--- src/design/sdpq_pkg.sv ---
// ----------------------------------------------------------------------------
// sdpq_pkg: shared types and codes for the sorted double-ended priority queue
// Holds the channel payload structs, the cell control struct, the operation
// codes and the status codes.
// ----------------------------------------------------------------------------
package sdpq_pkg;

  localparam logic [1:0] OP_INSERT  = 2'd0;
  localparam logic [1:0] OP_POP_MIN = 2'd1;
  localparam logic [1:0] OP_POP_MAX = 2'd2;

  localparam logic [1:0] ST_OK    = 2'd0;
  localparam logic [1:0] ST_EMPTY = 2'd1;
  localparam logic [1:0] ST_FULL  = 2'd2;

  typedef struct packed {
    logic [1:0]         opcode;
    logic signed [31:0] prio_in;
    logic [31:0]        payload_in;
  } in_item_t;

  typedef struct packed {
    logic [1:0]         status;
    logic signed [31:0] prio_out;
    logic [31:0]        payload_out;
    logic [4:0]         occupancy;
  } out_item_t;

  // Broadcast to every cell of the chain in the cycle of a transfer.
  typedef struct packed {
    logic               ins;
    logic               pop_min;
    logic signed [31:0] key;
    logic [31:0]        payload;
  } cell_ctrl_t;

endpackage

--- src/design/sdpq_cell.sv ---
// ----------------------------------------------------------------------------
// sdpq_cell: one slot of the sorted chain
// Holds one key and payload, compares its key with the broadcast key, and
// takes its left or right neighbor's entry when the chain shifts.
// ----------------------------------------------------------------------------
module sdpq_cell (
  input  logic                clk,
  input  sdpq_pkg::cell_ctrl_t ctrl,
  input  logic                valid,
  input  logic                at_tail,
  input  logic                left_gt,
  input  logic signed [31:0]  left_key,
  input  logic [31:0]         left_payload,
  input  logic signed [31:0]  right_key,
  input  logic [31:0]         right_payload,
  output logic                gt,
  output logic signed [31:0]  key,
  output logic [31:0]         payload
);

  logic signed [31:0] key_r, key_nxt;
  logic [31:0]        pay_r, pay_nxt;

  // Strictly greater, so equal keys keep the earlier entry ahead.
  assign gt = valid && (key_r > ctrl.key);

  always_comb begin
    key_nxt = key_r;
    pay_nxt = pay_r;
    if (ctrl.ins) begin
      if (left_gt) begin
        key_nxt = left_key;
        pay_nxt = left_payload;
      end else if (gt || at_tail) begin
        key_nxt = ctrl.key;
        pay_nxt = ctrl.payload;
      end
    end else if (ctrl.pop_min) begin
      key_nxt = right_key;
      pay_nxt = right_payload;
    end
  end

  always_ff @(posedge clk) begin
    key_r <= key_nxt;
    pay_r <= pay_nxt;
  end

  assign key     = key_r;
  assign payload = pay_r;

endmodule

--- src/design/sorted_double_ended_priority_queue.sv ---
// ----------------------------------------------------------------------------
// sorted_double_ended_priority_queue: sorted-chain min/max priority queue
// Keeps up to CAPACITY entries in ascending priority order in a row of cells
// and serves insert, remove-minimum and remove-maximum operations.
// ----------------------------------------------------------------------------
// Usage:
// The input channel (in_valid, in_stall, in_item) carries one operation per
// transfer: insert, remove minimum or remove maximum. Every operation yields
// exactly one result on the output channel (out_valid, out_stall, out_item)
// with a status, the removed entry (zero when nothing is removed) and the
// occupancy after the operation.
// The result is registered at the edge that accepts the operation.
// Throughput is one operation per cycle while in_stall is low; every cell
// compares its key with the new key and moves in the same cycle as the
// transfer. The output register is refilled in the same cycle it is
// emptied.
// When the receiver stalls with a result held, in_stall rises and no new
// transfer is taken until the held result goes out.
// Reset (rst_n low, synchronous) empties the queue and drops any held
// result; cell contents are not cleared since only occupied cells are read.
// Among equal priorities, entries leave in insertion order from the head.
// ----------------------------------------------------------------------------
module sorted_double_ended_priority_queue #(
  parameter int CAPACITY = 16
) (
  input  logic                 clk,
  input  logic                 rst_n,
  input  logic                 in_valid,
  output logic                 in_stall,
  input  sdpq_pkg::in_item_t   in_item,
  output logic                 out_valid,
  input  logic                 out_stall,
  output sdpq_pkg::out_item_t  out_item
);

  localparam int CW = $clog2(CAPACITY + 1);

  logic [CW-1:0]       count_r, count_nxt;
  logic                out_valid_r, out_valid_nxt;
  sdpq_pkg::out_item_t out_item_r, out_item_nxt;

  logic                in_xfer;
  logic                is_full, is_empty;
  sdpq_pkg::cell_ctrl_t ctrl;

  // Per-cell occupancy flags, comparison results and contents.
  logic [CAPACITY-1:0] cell_valid;
  logic [CAPACITY-1:0] cell_tail;
  logic [CAPACITY-1:0] cell_last;
  logic [CAPACITY-1:0] cell_gt;
  logic signed [31:0]  cell_key [CAPACITY];
  logic [31:0]         cell_pay [CAPACITY];

  logic signed [31:0]  max_key;
  logic [31:0]         max_pay;
  logic [CW+4:0]       count_ext;

  // The held result blocks new work only while the receiver stalls.
  assign in_stall = out_valid_r && out_stall;
  assign in_xfer  = in_valid && !in_stall;

  assign is_full  = (count_r == CW'(CAPACITY));
  assign is_empty = (count_r == '0);

  always_comb begin
    ctrl.ins     = in_xfer && (in_item.opcode == sdpq_pkg::OP_INSERT) && !is_full;
    ctrl.pop_min = in_xfer && (in_item.opcode == sdpq_pkg::OP_POP_MIN) && !is_empty;
    ctrl.key     = in_item.prio_in;
    ctrl.payload = in_item.payload_in;
  end

  // Cell i is occupied below the count; the cell at the count is the free
  // slot an insert lands in when no occupied key is greater.
  always_comb begin
    for (int i = 0; i < CAPACITY; i++) begin
      cell_valid[i] = (count_r > CW'(i));
      cell_tail[i]  = (count_r == CW'(i));
      cell_last[i]  = (count_r == CW'(i + 1));
    end
  end

  for (genvar g = 0; g < CAPACITY; g++) begin : g_cell
    logic               l_gt;
    logic signed [31:0] l_key, r_key;
    logic [31:0]        l_pay, r_pay;

    if (g == 0) begin : g_head
      assign l_gt  = 1'b0;
      assign l_key = '0;
      assign l_pay = '0;
    end else begin : g_mid
      assign l_gt  = cell_gt[g-1];
      assign l_key = cell_key[g-1];
      assign l_pay = cell_pay[g-1];
    end

    if (g == CAPACITY - 1) begin : g_end
      assign r_key = '0;
      assign r_pay = '0;
    end else begin : g_inner
      assign r_key = cell_key[g+1];
      assign r_pay = cell_pay[g+1];
    end

    sdpq_cell u_cell (
      .clk           (clk),
      .ctrl          (ctrl),
      .valid         (cell_valid[g]),
      .at_tail       (cell_tail[g]),
      .left_gt       (l_gt),
      .left_key      (l_key),
      .left_payload  (l_pay),
      .right_key     (r_key),
      .right_payload (r_pay),
      .gt            (cell_gt[g]),
      .key           (cell_key[g]),
      .payload       (cell_pay[g])
    );
  end

  // The tail entry is picked by an AND-OR over the one-hot last-cell flags.
  always_comb begin
    max_key = '0;
    max_pay = '0;
    for (int i = 0; i < CAPACITY; i++) begin
      max_key = max_key | (cell_key[i] & {32{cell_last[i]}});
      max_pay = max_pay | (cell_pay[i] & {32{cell_last[i]}});
    end
  end

  always_comb begin
    count_nxt               = count_r;
    out_item_nxt            = out_item_r;
    out_item_nxt.status     = sdpq_pkg::ST_OK;
    out_item_nxt.prio_out   = '0;
    out_item_nxt.payload_out = '0;
    if (in_xfer) begin
      case (in_item.opcode)
        sdpq_pkg::OP_INSERT: begin
          if (is_full) begin
            out_item_nxt.status = sdpq_pkg::ST_FULL;
          end else begin
            count_nxt = count_r + CW'(1);
          end
        end
        sdpq_pkg::OP_POP_MIN: begin
          if (is_empty) begin
            out_item_nxt.status = sdpq_pkg::ST_EMPTY;
          end else begin
            out_item_nxt.prio_out    = cell_key[0];
            out_item_nxt.payload_out = cell_pay[0];
            count_nxt                = count_r - CW'(1);
          end
        end
        sdpq_pkg::OP_POP_MAX: begin
          if (is_empty) begin
            out_item_nxt.status = sdpq_pkg::ST_EMPTY;
          end else begin
            out_item_nxt.prio_out    = max_key;
            out_item_nxt.payload_out = max_pay;
            count_nxt                = count_r - CW'(1);
          end
        end
        default: begin
          // Unused code: no change, plain OK result.
        end
      endcase
    end
    count_ext              = {5'd0, count_nxt};
    out_item_nxt.occupancy = count_ext[4:0];
    if (!in_xfer) begin
      out_item_nxt = out_item_r;
    end
  end

  always_comb begin
    if (in_xfer) begin
      out_valid_nxt = 1'b1;
    end else if (out_stall) begin
      out_valid_nxt = out_valid_r;
    end else begin
      out_valid_nxt = 1'b0;
    end
  end

  always_ff @(posedge clk) begin
    if (!rst_n) begin
      count_r     <= '0;
      out_valid_r <= 1'b0;
    end else begin
      count_r     <= count_nxt;
      out_valid_r <= out_valid_nxt;
    end
  end

  always_ff @(posedge clk) begin
    out_item_r <= out_item_nxt;
  end

  assign out_valid = out_valid_r;
  assign out_item  = out_item_r;

endmodule
--- config.mk ---
export PLATFORM = sky130hd
export DESIGN_NAME = sorted_double_ended_priority_queue
export DESIGN_NICKNAME = d
export VERILOG_FILES = /design/src/design/sdpq_pkg.sv /design/src/design/sdpq_cell.sv /design/src/design/sorted_double_ended_priority_queue.sv
export SDC_FILE = /design/constraint.sdc
export NUM_CORES = 2
export LEC_CHECK = 0
export ABC_AREA = 1
export BUFFER_PORTS_ARGS = -buffer_cell sky130_fd_sc_hd__buf_2
export CAP_MARGIN = 10
export CELL_PAD_IN_SITES_DETAIL_PLACEMENT = 0
export CELL_PAD_IN_SITES_GLOBAL_PLACEMENT = 1
export CORE_MARGIN = 2
export CORE_UTILIZATION = 30
export CTS_CLUSTER_SIZE = 8
export DETAILED_ROUTE_END_ITERATION = 6
export PLACE_DENSITY = 0.65
export SLEW_MARGIN = 10
export SYNTH_ARGS = -nofsm -noshare
export SYNTH_HDL_FRONTEND = slang
export SYNTH_SLANG_ARGS = --single-unit
--- constraint.sdc ---
create_clock -name clk -period 9.2 [get_ports clk]
set_input_delay 0.46 -clock clk [delete_from_list [all_inputs] [get_ports clk]]
set_output_delay 0.46 -clock clk [all_outputs]
set_load 0.005 [all_outputs]
==> run summary <==
DRC errors left - 22
CP max stage cell - buf_4
min-delay worst type - primary input to register
Top-Level Pins - 143
Setup Skew - 78.0 ps
dpl hpwl - 278000 um
fin. max-slew vios - 0
gr ovfl total - 0
Final TNS setup - 0 ps
ys async rst share - 0%
most used cell, CP - nand2_1
Synth Net Count - 11100
clk sink count - 1101
met3 usage in global routing - 10.1%
vias in the first global route - 79300
Max-Cap Viols - 0
commonest non-fill, non-tap cell in the layout - nand2_1
Die Area - 270000 um^2
hold endpoint - g_cell[0].u_cell.key[7]$_DFFE_PP_
fraction of layout cells with a size suffix above 1 - 6.26%
#FFs+latches synth - 1101
worst slew pin tran - 1430 ps
setup bufs post-CTS - 0
core area - 265000 um^2
commonest non-fill, non-tap cells in the layout - 3628 x nand2_1, 1095 x edfxtp_1, 1083 x inv_1, 975 x nand4_1, 961 x nand3_1
CTS tree - yes
violated checks - DRC, hold timing
Clock Latency Late Sink - 880 ps
CP Class - primary input to register
synth warn - 0
hold path startpoint - in_item[39]
Setup crit start kind - primary input
Fin. Hold Viols - 1
FF-to-FF Start - count_r[2]$_SDFF_PN0_
1st-iter DRT viols - 14500
cts repair resizes - 0
CP required - 9650 ps
nets - 10900
CP arrival - 6810 ps
R2R cell count - 10
top_reg_cell synth - edfxtp_1
Post-Syn Area - 79900 um^2
unrepaired setup endpoints after global routing - no
status - complete, but fails checks
DP Worst Slack - 2820 ps
worst vdd ir - 0.000199 V
GR Util met2 - 46.5%
GRT busiest layer - met2
final worst slack - 2840 ps
Power Dens Cells - 183 nW/um^2
Die X-Extent - 520 um
crit end category - register
vias post-DR - 85500
Post-Route WL - 454000 um
register area share after synthesis - 41.3%
All-Layer GR Usage - 32.2%
Synth cell types - 46
largest net degree at the start of global routing - 217
min Tclk post-route - 6360 ps
Initial Util - 30.1%
Slew HR - 4.35%
initial antenna violation count - 30
Area growth, synth to finish - 11.5%
worst path bufs/invs - 5
M1 GR Usage - 42.0%
Syn Area/Cell - 7.57 um^2
Num CTS Buffers - 160
Routed wire per std cell - 32.7 um
first-pass GRT wire length - 624000 um
PortBufs - 142
site row count - 189
Reg-to-Reg End - g_cell[9].u_cell.payload[15]$_DFFE_PP_
Leak Pwr - 39.6 nW
Die H - 520 um
max frequency - 157 MHz
clock root cell - clkbuf_16
H-Tree Depth - 4
crit path max fanout - 53
crit-path max cell delay - 940 ps
routed vias/inst - 6.15
hold path depth - 3
R2R setup slack - 3010 ps
GP Congestion - 0.997
Reg clk slew, reported paths - 60 ps
CP cell instances - dlygate4sd3_1 > buf_2 > inv_1 > buf_4 > ha_1 > nand4_1 > nor3_1 > nand2_1 > nand3_1 > nand2_1 > nand3_4 > nand3_4 > nand2_1 > nor2_1 > nor2_4 > buf_4
drt pass-1 iters - 7
Post-Syn Instances - 10500
Crit path max-delay family - simple AND/OR/NAND/NOR gates
Post-synth EDFFs - 1095
post-layout util - 33.6%
filler cell count - 28200
Final Cycle Share - 69.1%
Setup-failing EPs final - 0
Hold Worst Slack - -1.92 ps
clock buffer depth - 3
final antenna-violating net count - 0
## cell families after synthesis
| logic type | after synthesis | share of synthesized area [%] |
|---|---|---|
| XOR/XNOR | 3 | 0.0329 |
| flip-flops | 1101 | 41.3 |
| AND/OR/NAND/NOR | 6014 | 33.2 |
| multiplexers | 1 | 0.0125 |
| buffers and inverters | 1907 | 9.64 |
| adder cells (fa/ha/maj) | 522 | 8.18 |
| AO/OA/AOI/OAI | 999 | 7.63 |
## state kept, by name (all words and copies together) (netlist names)
register and cells:
g_cell.u_cell.key 512, out_valid 1, out_item 71, g_cell.u_cell.payload 512, count_r 5
## per-layer routing
layer,share of wire [%],up-vias,routed length [um]
met5,0.030,-,135
met4,6.8,20,30900
met3,13,1463,60800
met2,41,6962,188000
met1,38,41300,174000
li1,-,35700,-
## repair_timing
item | 4_1_cts | 5_1_grt
hold endpoints to repair | 64 | 0
hold buffers | 43 | 0
endpoints found under the setup margin | 0 | 0
## tightest hold or removal path: cells and delay by family
kind	cells	cell delay, ps
and+or+nand+nor	1	80
AOI/OAI and AO/OA	1	70
buffers and inverters	1	140
## worst max-delay path by stage
stage	from	end	cells past startpoint
finish	in_item[45]	g_cell[12].u_cell.payload[14]$_DFFE_PP_	16
global route	in_item[45]	g_cell[12].u_cell.payload[25]$_DFFE_PP_	16
CTS	in_item[45]	g_cell[12].u_cell.payload[26]$_DFFE_PP_	16
detailed placement	in_item[45]	g_cell[12].u_cell.payload[31]$_DFFE_PP_	15
global placement	in_item[45]	g_cell[12].u_cell.payload[31]$_DFFE_PP_	15
floorplan	out_stall	g_cell[0].u_cell.key[0]$_DFFE_PP_	9
## synth_stat cells (7+ instances only)
cell	instances	share of area, %
nand2_1	3651	17
edfxtp_1	1095	41
inv_1	1090	5.1
nand3_1	991	6.2
nand4_1	975	7.6
ha_1	522	8.2
buf_2	348	2.2
clkbuf_1	338	1.6
a21oi_1	316	2.0
nor2_1	301	1.4
o21ai_0	273	1.7
o22ai_1	102	0.80
buf_1	93	0.44
o2111ai_1	91	1.0
o221ai_1	55	0.60
nor4_1	52	0.41
a22oi_1	33	0.31
o211ai_1	28	0.26
a221oi_1	27	0.30
nor3_1	21	0.13
o21a_1	20	0.19
buf_4	18	0.17
a31oi_1	17	0.13
a211oi_1	16	0.15
inv_2	11	0.052
a21o_1	7	0.066
o21bai_1	7	0.066
## report_power, final
group | switching (mW) | internal [mW]
Clock | 2.56 | 3.29
Sequential | 0.293 | 5.95
Combinational | 3.28 | 0.905
## per-stage QoR
step           std cells  instance area [um^2]  power, mW
2_1_floorplan      10500                 79900       8.38
3_3_place_gp       13600                 84000       10.2
3_5_place_dp       13600                 84000       10.3
4_1_cts            13900                 89000       16.1
5_1_grt            13900                 89000       16.6
6_report           13900                 89000       16.3
## cell type report
type	count	area, um^2	share of cell area, %
tap	3533	4420	4.96
multi-input combinational	7539	40100	45.0
inverter	1103	4170	4.68
clock buffer	194	4170	4.69
timing repair buffer	381	2780	3.12
antenna	26	65.1	0.0731
sequential	1101	33000	37.1
clock inverter	22	380	0.427
Power figures use the tool's default switching activity.
